File: src/design/twsr_pkg.sv
// ----------------------------------------------------------------------------
// Timing wheel slot ring package
// Shared codes, defaults and controller/datapath interface types.
// ----------------------------------------------------------------------------
package twsr_pkg;

    localparam int SLOTS_DEFAULT  = 64;
    localparam int TIMERS_DEFAULT = 32;

    localparam int OP_W    = 3;
    localparam int SLOT_W  = 6;
    localparam int ID_W    = 5;
    localparam int KIND_W  = 3;
    localparam int LEVEL_W = 8;

    localparam logic [OP_W-1:0] OP_ADD  = 3'd0;
    localparam logic [OP_W-1:0] OP_DEL  = 3'd1;
    localparam logic [OP_W-1:0] OP_TICK = 3'd2;
    localparam logic [OP_W-1:0] OP_PRST = 3'd3;
    localparam logic [OP_W-1:0] OP_CLR  = 3'd4;

    localparam logic [KIND_W-1:0] KIND_ADDED   = 3'd0;
    localparam logic [KIND_W-1:0] KIND_REFUSED = 3'd1;
    localparam logic [KIND_W-1:0] KIND_DELETED = 3'd2;
    localparam logic [KIND_W-1:0] KIND_FIRED   = 3'd3;
    localparam logic [KIND_W-1:0] KIND_NONE    = 3'd4;
    localparam logic [KIND_W-1:0] KIND_DONE    = 3'd5;

    localparam logic [1:0] ADDR_SLOT = 2'd0;
    localparam logic [1:0] ADDR_CUR  = 2'd1;
    localparam logic [1:0] ADDR_NEXT = 2'd2;
    localparam logic [1:0] ADDR_CNT  = 2'd3;

    localparam logic [1:0] IDSEL_REQ  = 2'd0;
    localparam logic [1:0] IDSEL_W0   = 2'd1;
    localparam logic [1:0] IDSEL_W1   = 2'd2;
    localparam logic [1:0] IDSEL_ZERO = 2'd3;

    typedef struct packed {
        logic              cap_in;
        logic              rd_en;
        logic [1:0]        rd_sel;
        logic              wr_en;
        logic [1:0]        wr_sel;
        logic              wr_zero;
        logic              lat0;
        logic              lat1;
        logic              pop0;
        logic              pop1;
        logic              cnt_inc;
        logic              cnt_clr;
        logic              ptr_adv;
        logic              ptr_zero;
        logic              emit;
        logic [KIND_W-1:0] emit_kind;
        logic [1:0]        id_sel;
        logic              emit_last;
        logic              emit_wrap;
    } twsr_cmd_t;

    typedef struct packed {
        logic [OP_W-1:0] in_op;
        logic [OP_W-1:0] op;
        logic            add_ok;
        logic            del_ok;
        logic            cnt_last;
        logic            w0_nz;
        logic            w0_single;
        logic            w1_nz;
        logic            w1_single;
        logic            can_load;
    } twsr_status_t;

    function automatic logic [ID_W-1:0] lowest_set(input logic [31:0] w);
        logic [ID_W-1:0] idx;
        idx = '0;
        for (int i = 31; i >= 0; i--) begin
            if (w[i])
            begin
                idx = ID_W'(i);
            end
        end
        return idx;
    endfunction

endpackage

File: src/design/twsr_ctrl.sv
// ----------------------------------------------------------------------------
// Timing wheel slot ring controller
// Sequences memory accesses and result requests for each input request.
// ----------------------------------------------------------------------------
module twsr_ctrl
(
    input  logic                  clk,
    input  logic                  rst_n,
    input  logic                  in_valid,
    output logic                  in_stall,
    input  twsr_pkg::twsr_status_t sts,
    output twsr_pkg::twsr_cmd_t    cmd
);

    localparam logic [2:0] ST_INIT = 3'd0;
    localparam logic [2:0] ST_IDLE = 3'd1;
    localparam logic [2:0] ST_RD   = 3'd2;
    localparam logic [2:0] ST_MOD  = 3'd3;
    localparam logic [2:0] ST_LAT0 = 3'd4;
    localparam logic [2:0] ST_LAT1 = 3'd5;
    localparam logic [2:0] ST_FIRE = 3'd6;
    localparam logic [2:0] ST_DONE = 3'd7;
    localparam logic [2:0] ST_CLR  = 3'd0;

    logic [2:0] state_reg;
    logic [2:0] state_next;
    logic       clr_reg;
    logic       clr_next;
    logic       fire_last;

    assign in_stall = (state_reg != ST_IDLE);

    always_comb
    begin
        if (sts.w0_nz)
        begin
            fire_last = sts.w0_single && !sts.w1_nz;
        end
        else if (sts.w1_nz)
        begin
            fire_last = sts.w1_single;
        end
        else
        begin
            fire_last = 1'b1;
        end
    end

    always_comb
    begin
        cmd        = '0;
        state_next = state_reg;
        clr_next   = clr_reg;
        unique case (state_reg)
            ST_INIT:
            begin
                cmd.wr_en   = 1'b1;
                cmd.wr_sel  = twsr_pkg::ADDR_CNT;
                cmd.wr_zero = 1'b1;
                cmd.cnt_inc = 1'b1;
                if (sts.cnt_last)
                begin
                    state_next = clr_reg ? ST_DONE : ST_IDLE;
                    clr_next   = 1'b0;
                end
            end
            ST_IDLE:
            begin
                if (in_valid)
                begin
                    cmd.cap_in  = 1'b1;
                    cmd.cnt_clr = 1'b1;
                    state_next  = ST_IDLE;
                    if (sts.in_op == twsr_pkg::OP_ADD || sts.in_op == twsr_pkg::OP_DEL ||
                        sts.in_op == twsr_pkg::OP_TICK)
                    begin
                        state_next = ST_RD;
                    end
                    else if (sts.in_op == twsr_pkg::OP_PRST)
                    begin
                        state_next = ST_DONE;
                    end
                    else if (sts.in_op == twsr_pkg::OP_CLR)
                    begin
                        state_next = ST_CLR;
                        clr_next   = 1'b1;
                    end
                end
            end
            ST_RD:
            begin
                cmd.rd_en = 1'b1;
                if (sts.op == twsr_pkg::OP_TICK)
                begin
                    cmd.rd_sel = twsr_pkg::ADDR_CUR;
                    state_next = ST_LAT0;
                end
                else
                begin
                    cmd.rd_sel = twsr_pkg::ADDR_SLOT;
                    state_next = ST_MOD;
                end
            end
            ST_MOD:
            begin
                if (sts.can_load)
                begin
                    cmd.emit      = 1'b1;
                    cmd.id_sel    = twsr_pkg::IDSEL_REQ;
                    cmd.emit_last = 1'b1;
                    cmd.wr_sel    = twsr_pkg::ADDR_SLOT;
                    if (sts.op == twsr_pkg::OP_ADD)
                    begin
                        cmd.wr_en     = sts.add_ok;
                        cmd.emit_kind = sts.add_ok ? twsr_pkg::KIND_ADDED
                                                   : twsr_pkg::KIND_REFUSED;
                    end
                    else
                    begin
                        cmd.wr_en     = sts.del_ok;
                        cmd.emit_kind = twsr_pkg::KIND_DELETED;
                    end
                    state_next = ST_IDLE;
                end
            end
            ST_LAT0:
            begin
                cmd.lat0    = 1'b1;
                cmd.wr_en   = 1'b1;
                cmd.wr_sel  = twsr_pkg::ADDR_CUR;
                cmd.wr_zero = 1'b1;
                cmd.rd_en   = 1'b1;
                cmd.rd_sel  = twsr_pkg::ADDR_NEXT;
                state_next  = ST_LAT1;
            end
            ST_LAT1:
            begin
                cmd.lat1    = 1'b1;
                cmd.wr_en   = 1'b1;
                cmd.wr_sel  = twsr_pkg::ADDR_NEXT;
                cmd.wr_zero = 1'b1;
                state_next  = ST_FIRE;
            end
            ST_FIRE:
            begin
                if (sts.can_load)
                begin
                    cmd.emit      = 1'b1;
                    cmd.emit_wrap = 1'b1;
                    cmd.emit_last = fire_last;
                    if (sts.w0_nz)
                    begin
                        cmd.emit_kind = twsr_pkg::KIND_FIRED;
                        cmd.id_sel    = twsr_pkg::IDSEL_W0;
                        cmd.pop0      = 1'b1;
                    end
                    else if (sts.w1_nz)
                    begin
                        cmd.emit_kind = twsr_pkg::KIND_FIRED;
                        cmd.id_sel    = twsr_pkg::IDSEL_W1;
                        cmd.pop1      = 1'b1;
                    end
                    else
                    begin
                        cmd.emit_kind = twsr_pkg::KIND_NONE;
                        cmd.id_sel    = twsr_pkg::IDSEL_ZERO;
                    end
                    if (fire_last)
                    begin
                        cmd.ptr_adv = 1'b1;
                        state_next  = ST_IDLE;
                    end
                end
            end
            ST_DONE:
            begin
                if (sts.can_load)
                begin
                    cmd.emit      = 1'b1;
                    cmd.emit_kind = twsr_pkg::KIND_DONE;
                    cmd.id_sel    = twsr_pkg::IDSEL_ZERO;
                    cmd.emit_last = 1'b1;
                    cmd.ptr_zero  = (sts.op == twsr_pkg::OP_PRST);
                    state_next    = ST_IDLE;
                end
            end
            default:
            begin
                state_next = ST_IDLE;
            end
        endcase
    end

    always_ff @(posedge clk or negedge rst_n)
    begin
        if (!rst_n)
        begin
            state_reg <= ST_INIT;
            clr_reg   <= 1'b0;
        end
        else
        begin
            state_reg <= state_next;
            clr_reg   <= clr_next;
        end
    end

endmodule

File: src/design/twsr_dp.sv
// ----------------------------------------------------------------------------
// Timing wheel slot ring datapath
// Slot bitmap memory, pointer, firing words and the result register.
// ----------------------------------------------------------------------------
module twsr_dp
#(
    parameter int SLOTS  = twsr_pkg::SLOTS_DEFAULT,
    parameter int TIMERS = twsr_pkg::TIMERS_DEFAULT
)
(
    input  logic                            clk,
    input  logic                            rst_n,
    input  logic [twsr_pkg::OP_W-1:0]       opcode,
    input  logic [twsr_pkg::SLOT_W-1:0]     slot,
    input  logic [twsr_pkg::ID_W-1:0]       tmr_id,
    input  logic                            cfg_valid,
    input  logic [twsr_pkg::LEVEL_W-1:0]    cfg_data,
    output logic                            out_valid,
    input  logic                            out_stall,
    output logic [twsr_pkg::KIND_W-1:0]     kind,
    output logic [twsr_pkg::ID_W-1:0]       fired_id,
    output logic [twsr_pkg::LEVEL_W-1:0]    level_tag,
    output logic                            wrapped,
    output logic                            last,
    input  twsr_pkg::twsr_cmd_t             cmd,
    output twsr_pkg::twsr_status_t          sts
);

    localparam int AW = $clog2(SLOTS);

    logic [TIMERS-1:0] mem [SLOTS];

    logic [twsr_pkg::OP_W-1:0]    op_reg;
    logic [twsr_pkg::SLOT_W-1:0]  slot_reg;
    logic [twsr_pkg::ID_W-1:0]    id_reg;
    logic [twsr_pkg::LEVEL_W-1:0] ring_reg;
    logic [AW-1:0]                ptr_reg;
    logic [AW-1:0]                cnt_reg;
    logic [TIMERS-1:0]            rdata_reg;
    logic [TIMERS-1:0]            w0_reg;
    logic [TIMERS-1:0]            w1_reg;
    logic                         out_valid_reg;
    logic [twsr_pkg::KIND_W-1:0]  kind_reg;
    logic [twsr_pkg::ID_W-1:0]    id_out_reg;
    logic [twsr_pkg::LEVEL_W-1:0] level_reg;
    logic                         wrap_reg;
    logic                         last_reg;

    logic [AW-1:0]           slot_addr;
    logic [AW-1:0]           ptr_next_slot;
    logic                    at_end;
    logic                    slot_ok;
    logic                    id_ok;
    logic [TIMERS-1:0]       mask;
    logic [TIMERS-1:0]       w0_pop;
    logic [TIMERS-1:0]       w1_pop;
    logic [AW-1:0]           rd_addr;
    logic [AW-1:0]           wr_addr;
    logic [TIMERS-1:0]       wr_data;
    logic [twsr_pkg::ID_W-1:0] id_sel_val;

    assign slot_addr     = AW'(slot_reg);
    assign at_end        = (ptr_reg == AW'(SLOTS - 1));
    assign ptr_next_slot = at_end ? '0 : ptr_reg + AW'(1);
    assign slot_ok       = (32'(slot_reg) < 32'(SLOTS));
    assign id_ok         = (32'(id_reg) < 32'(TIMERS));
    assign mask          = TIMERS'(1) << id_reg;
    assign w0_pop        = w0_reg & (w0_reg - TIMERS'(1));
    assign w1_pop        = w1_reg & (w1_reg - TIMERS'(1));

    always_comb
    begin
        sts.in_op     = opcode;
        sts.op        = op_reg;
        sts.add_ok    = slot_ok && id_ok && ((slot_addr != ptr_reg) || (ring_reg == '0));
        sts.del_ok    = slot_ok && id_ok;
        sts.cnt_last  = (cnt_reg == AW'(SLOTS - 1));
        sts.w0_nz     = (w0_reg != '0);
        sts.w0_single = (w0_pop == '0);
        sts.w1_nz     = (w1_reg != '0);
        sts.w1_single = (w1_pop == '0);
        sts.can_load  = !out_valid_reg || !out_stall;
    end

    always_comb
    begin
        unique case (cmd.rd_sel)
            twsr_pkg::ADDR_SLOT: rd_addr = slot_addr;
            twsr_pkg::ADDR_CUR:  rd_addr = ptr_reg;
            twsr_pkg::ADDR_NEXT: rd_addr = ptr_next_slot;
            default:             rd_addr = cnt_reg;
        endcase
        unique case (cmd.wr_sel)
            twsr_pkg::ADDR_SLOT: wr_addr = slot_addr;
            twsr_pkg::ADDR_CUR:  wr_addr = ptr_reg;
            twsr_pkg::ADDR_NEXT: wr_addr = ptr_next_slot;
            default:             wr_addr = cnt_reg;
        endcase
        if (cmd.wr_zero)
        begin
            wr_data = '0;
        end
        else if (op_reg == twsr_pkg::OP_ADD)
        begin
            wr_data = rdata_reg | mask;
        end
        else
        begin
            wr_data = rdata_reg & ~mask;
        end
        unique case (cmd.id_sel)
            twsr_pkg::IDSEL_REQ: id_sel_val = id_reg;
            twsr_pkg::IDSEL_W0:  id_sel_val = twsr_pkg::lowest_set(32'(w0_reg));
            twsr_pkg::IDSEL_W1:  id_sel_val = twsr_pkg::lowest_set(32'(w1_reg));
            default:             id_sel_val = '0;
        endcase
    end

    always_ff @(posedge clk)
    begin
        if (cmd.wr_en)
        begin
            mem[wr_addr] <= wr_data;
        end
        if (cmd.rd_en)
        begin
            rdata_reg <= mem[rd_addr];
        end
    end

    always_ff @(posedge clk)
    begin
        if (cmd.cap_in)
        begin
            op_reg   <= opcode;
            slot_reg <= slot;
            id_reg   <= tmr_id;
        end
        if (cmd.lat0)
        begin
            w0_reg <= rdata_reg;
        end
        else if (cmd.pop0)
        begin
            w0_reg <= w0_pop;
        end
        if (cmd.lat1)
        begin
            w1_reg <= rdata_reg;
        end
        else if (cmd.pop1)
        begin
            w1_reg <= w1_pop;
        end
        if (cmd.emit)
        begin
            kind_reg   <= cmd.emit_kind;
            id_out_reg <= id_sel_val;
            level_reg  <= ring_reg;
            wrap_reg   <= cmd.emit_wrap && at_end;
            last_reg   <= cmd.emit_last;
        end
    end

    always_ff @(posedge clk or negedge rst_n)
    begin
        if (!rst_n)
        begin
            ptr_reg       <= '0;
            cnt_reg       <= '0;
            ring_reg      <= '0;
            out_valid_reg <= 1'b0;
        end
        else
        begin
            if (cfg_valid)
            begin
                ring_reg <= cfg_data;
            end
            if (cmd.ptr_zero)
            begin
                ptr_reg <= '0;
            end
            else if (cmd.ptr_adv)
            begin
                ptr_reg <= ptr_next_slot;
            end
            if (cmd.cnt_clr)
            begin
                cnt_reg <= '0;
            end
            else if (cmd.cnt_inc)
            begin
                cnt_reg <= cnt_reg + AW'(1);
            end
            if (cmd.emit)
            begin
                out_valid_reg <= 1'b1;
            end
            else if (!out_stall)
            begin
                out_valid_reg <= 1'b0;
            end
        end
    end

    assign out_valid = out_valid_reg;
    assign kind      = kind_reg;
    assign fired_id  = id_out_reg;
    assign level_tag = level_reg;
    assign wrapped   = wrap_reg;
    assign last      = last_reg;

endmodule

File: src/design/timing_wheel_slot_ring.sv
// ----------------------------------------------------------------------------
// Timing wheel slot ring
// One wheel level: a ring of slot bitmaps with add, delete, tick, pointer reset and clear.
// ----------------------------------------------------------------------------
// The block handles one request at a time through a slot memory with one read
// and one write port. A tick gives one result per fired timer, or a single
// nothing-fired result. A clear sweeps the memory one slot per cycle and then
// gives a done result. After reset the same sweep runs while input stays
// stalled; configuration writes are taken at any time.
module timing_wheel_slot_ring
#(
    parameter int SLOTS  = twsr_pkg::SLOTS_DEFAULT,
    parameter int TIMERS = twsr_pkg::TIMERS_DEFAULT
)
(
    input  logic                         clk,
    input  logic                         rst_n,
    input  logic                         in_valid,
    output logic                         in_stall,
    input  logic [twsr_pkg::OP_W-1:0]    opcode,
    input  logic [twsr_pkg::SLOT_W-1:0]  slot,
    input  logic [twsr_pkg::ID_W-1:0]    tmr_id,
    output logic                         out_valid,
    input  logic                         out_stall,
    output logic [twsr_pkg::KIND_W-1:0]  kind,
    output logic [twsr_pkg::ID_W-1:0]    fired_id,
    output logic [twsr_pkg::LEVEL_W-1:0] level_tag,
    output logic                         wrapped,
    output logic                         last,
    input  logic                         cfg_valid,
    output logic                         cfg_ready,
    input  logic [twsr_pkg::LEVEL_W-1:0] cfg_data
);

    twsr_pkg::twsr_cmd_t    cmd;
    twsr_pkg::twsr_status_t sts;

    assign cfg_ready = 1'b1;

    twsr_ctrl u_ctrl
    (
        .clk      (clk),
        .rst_n    (rst_n),
        .in_valid (in_valid),
        .in_stall (in_stall),
        .sts      (sts),
        .cmd      (cmd)
    );

    twsr_dp
    #(
        .SLOTS  (SLOTS),
        .TIMERS (TIMERS)
    )
    u_dp
    (
        .clk       (clk),
        .rst_n     (rst_n),
        .opcode    (opcode),
        .slot      (slot),
        .tmr_id    (tmr_id),
        .cfg_valid (cfg_valid),
        .cfg_data  (cfg_data),
        .out_valid (out_valid),
        .out_stall (out_stall),
        .kind      (kind),
        .fired_id  (fired_id),
        .level_tag (level_tag),
        .wrapped   (wrapped),
        .last      (last),
        .cmd       (cmd),
        .sts       (sts)
    );

endmodule
File: config.mk
export PLATFORM = sky130hd
export DESIGN_NAME = timing_wheel_slot_ring
export DESIGN_NICKNAME = d
export VERILOG_FILES = /design/src/design/twsr_pkg.sv /design/src/design/twsr_ctrl.sv /design/src/design/twsr_dp.sv /design/src/design/timing_wheel_slot_ring.sv
export SDC_FILE = /design/constraint.sdc
export NUM_CORES = 2
export LEC_CHECK = 0
export ABC_CLOCK_PERIOD_IN_PS = 4210
export BUFFER_PORTS_ARGS = -buffer_cell sky130_fd_sc_hd__buf_2
export CAP_MARGIN = 20
export CORE_UTILIZATION = 45
export DETAILED_ROUTE_END_ITERATION = 16
export MAX_ROUTING_LAYER = met4
export PLACE_DENSITY = 0.59
export SETUP_SLACK_MARGIN = 0.4
export SYNTH_ARGS = -nofsm -noshare
export SYNTH_HDL_FRONTEND = slang
export SYNTH_SLANG_ARGS = --single-unit
export TNS_END_PERCENT = 20
File: constraint.sdc
create_clock -name clk -period 4.21 [get_ports clk]
set_input_delay 0.842 -clock clk [delete_from_list [all_inputs] [get_ports clk]]
set_output_delay 0.842 -clock clk [all_outputs]
set_load 0.01 [all_outputs]
==> results.json <==
{
  "gp_congestion": 0.9002,
  "drive_gt1_share_pct": 25.26,
  "yosysUniqueCellTypes": 87,
  "fmax_mhz": 259.1,
  "synth_compound_area_share_pct": 4.859,
  "synth-xor-area-share_pct": 0.1208,
  "port_buffers": 46,
  "grt_usage_pct": 26.83,
  "io_pins": 48,
  "wl_mm": 257.1,
  "hold_slack_ns": 0.1389,
  "diodes": 0,
  "grt_pass1_vias": 48470,
  "synth-simple-area-share_pct": 7.046,
  "yosysSeqAreaShare_pct": 75.84,
  "cts_made_buffers": 223,
  "firstDrtPassIters": 6,
  "grt_overflow": 0,
  "hp-start": "slot[4]",
  "netlist_instances": 4897,
  "cts-root-buf": "clkbuf_16",
  "critical_path.startpoint": "u_dp.op_reg[0]$_DFFE_PP_",
  "core_area_mm2": 0.1922,
  "postRouteAntennaNets": 0,
  "die_x_um": 441.6,
  "syn-num-nets": 4926,
  "yosys.area_share.adder_pct": 0.05179,
  "row_count": 161,
  "slew_headroom_pct": 26.75,
  "crit_type": "reg -> reg",
  "r2r-start": "u_dp.op_reg[0]$_DFFE_PP_",
  "min_period_over_period_pct": 91.67,
  "synth_top_family_by_area": "multiplexers",
  "critical_path_required_ns": 4.95,
  "ys.warnings.count": 0,
  "ir_worst_vdd_uv": 540.1,
  "drc": 0,
  "dp_hpwl_mm": 152.4,
  "die_h_um": 441.6,
  "synth-async-reset-ratio_pct": 1.136,
  "htreeDepth": 4,
  "grt_first_pass_wirelength_mm": 362.0,
  "dp.cells": 7575,
  "clock_path_buffers": 3,
  "nets": 5374,
  "drv_slew": 0,
  "grt_max_degree": 78,
  "regMostFlops": "u_dp.mem",
  "largest_reg_flops": 2048,
  "status": "finished clean",
  "drv_cap": 0,
  "cts_tree": "yes",
  "cts.reportedPaths.clkPinSlew_ns": 0.06,
  "synth-seq-cells": 2201,
  "crit_fanout": 16,
  "avgViaCountPerCell": 6.203,
  "insertion_delay_ns": 0.88,
  "fill_cells": 15180,
  "synth_flop_cell": "edfxtp_1",
  "drt_iter0_drc": 6853,
  "synth_area_mm2": 0.08698,
  "hold_violations": 0,
  "tns_ns": 0,
  "design_area_mm2": 0.1021,
  "die_area_mm2": 0.1951,
  "placed_area_mm2": 0.09375,
  "cts_sinks": 2201,
  "initial_utilization_pct": 45.26,
  "via_count": 49970,
  "final_cells": 8057,
  "synthToLayoutAreaGrowth_pct": 17.36,
  "min-delay-path-class": "in -> reg",
  "rsz0062_at_grt": "yes",
  "avgSynthCellArea_um2": 17.76,
  "muxShareOfSynthArea_pct": 10.44,
  "p_leak_uw": 0.03308,
  "avgRoutedWirePerCell_um": 31.91,
  "arrival_ns": 4.60,
  "setup_violations": 0,
  "fin_skew_ns": 0.07096,
  "antenna_found_initial": 3,
  "power_uw": 69970,
  "synth-edff-count": 2176,
  "fin_crit_ns": 3.859,
  "start_kind": "flop",
  "crit_path_end_kind": "flop",
  "power_density_mw_per_mm2": 685.4,
  "worst_pin_slew_ns": 1.096
}
==> final timing paths <==
path                                                         to  slack (ns)  depth (start not counted)
worst max-delay path               u_dp.rdata_reg[27]$_DFFE_PN_        0.35                         12
worst min-delay path                u_dp.slot_addr[4]$_DFFE_PP_        0.14                          1
worst max register to register     u_dp.rdata_reg[27]$_DFFE_PN_        0.35                         12
worst min register to register      u_dp.level_tag[1]$_DFFE_PP_        0.47                          0
max in group asynchronous       u_ctrl.state_reg[0]$_DFFE_PN0P_        3.26                          2
min in group asynchronous          u_dp.ring_reg[6]$_DFFE_PN0P_        0.51                          2
==> where the power goes <==
part / total [µW] / switching (µW) / leakage (µW) / internal [µW]
Clock: 19300 / 8430 / 0.00345 / 10900
Combinational: 20100 / 13300 / 0.00950 / 6820
Sequential: 30600 / 1120 / 0.0201 / 29400
==> metrics by stage <==
step                      util (%)  setup WS (ns)
final                        53.12         0.3508
after global routing         53.12         0.3249
after CTS                    52.85         0.3478
after detailed placement     48.78       -0.06060
after global placement       48.77       -0.03937
after floorplan                  -         0.6058
==> cell usage after synthesis, drive strengths merged (27+ instances only) <==
cell,count,area share [%]
edfxtp,2176,75
nand2,699,3.0
mux4,390,10
nand3,202,1.2
a22oi,185,1.6
nor2,175,0.77
buf,169,1.0
clkbuf,116,0.50
o21ai,100,0.58
a21oi,85,0.50
nand4,63,0.47
and3,52,0.37
a31oi,50,0.36
nor3,49,0.32
a311oi,43,0.43
nor4,27,0.30
==> worst max-delay path, stage by stage, from the launching register on <==
cell	delay, ns
edfxtp_1	0.46
nor3b_4	0.34
a21oi_4	0.14
buf_4	0.18
a221o_1	0.42
buf_12	0.19
buf_4	0.17
nor3_4	0.72
buf_12	0.28
buf_4	0.20
a22oi_1	0.09
nand4_1	0.34
or2_1	0.16
==> per-layer routing <==
metal	GRT usage [%]	up-vias	routed length (µm)
li1	-	20680	-
met1	37.08	26260	103700
met2	40.46	2597	120000
met3	5.034	440	24750
met4	8.600	0	8648
met5	-	-	0
==> layout by cell type (no fill, tap or decap), types with 13 or more instances in the layout <==
master / count
o21ai_0: 98
a21oi_4: 22
a31oi_1: 50
mux4_2: 390
clkinv_2: 39
a311oi_1: 43
buf_2: 46
nand4_1: 62
a21oi_1: 62
nand3_1: 200
buf_4: 362
nor3_1: 36
o31ai_1: 18
inv_1: 26
or2_1: 19
nor2_4: 80
mux2i_1: 20
clkbuf_1: 54
bufinv_16: 17
a22oi_2: 21
and3_1: 52
nor2_1: 90
buf_16: 14
nand2_1: 696
dfrtp_1: 23
a22oi_1: 164
edfxtp_1: 2176
buf_12: 66
nor4_1: 19
o41ai_1: 13
clkinv_1: 52
clkbuf_16: 230
==> final cells by class <==
cell class	count	area (µm²)	share of cell area, %
clock buffers	281	5872	5.752
well taps	2526	3161	3.096
multi-input cells	2385	20780	20.35
repair buffers	508	4987	4.886
clock inverters	130	1217	1.193
inverters	26	97.59	0.09560
flip-flops and latches	2201	65970	64.62
==> repair_timing <==
| action | in CTS | in global routing |
|---|---|---|
| buffers inserted | 35 | 23 |
| gates resized for setup | 43 | 36 |
| pin swaps | 22 | 20 |
| endpoints found under the hold margin | 25 | 0 |
| gates cloned | 6 | 4 |
| hold buffers | 1 | 0 |
| endpoints found under the setup margin | 32 | 31 |
==> logic make-up after synthesis <==
| logic type | count (synthesis) |
|---|---|
| xor gates and xnor gates | 12 |
| and+or+nand+nor | 1345 |
| muxes | 419 |
| adders and majority gates | 4 |
| DFF | 2201 |
| other | 1 |
| buffers and inverters | 311 |
| AOI/OAI and AO/OA | 604 |
No activity file was read; power rests on OpenSTA's default activity.
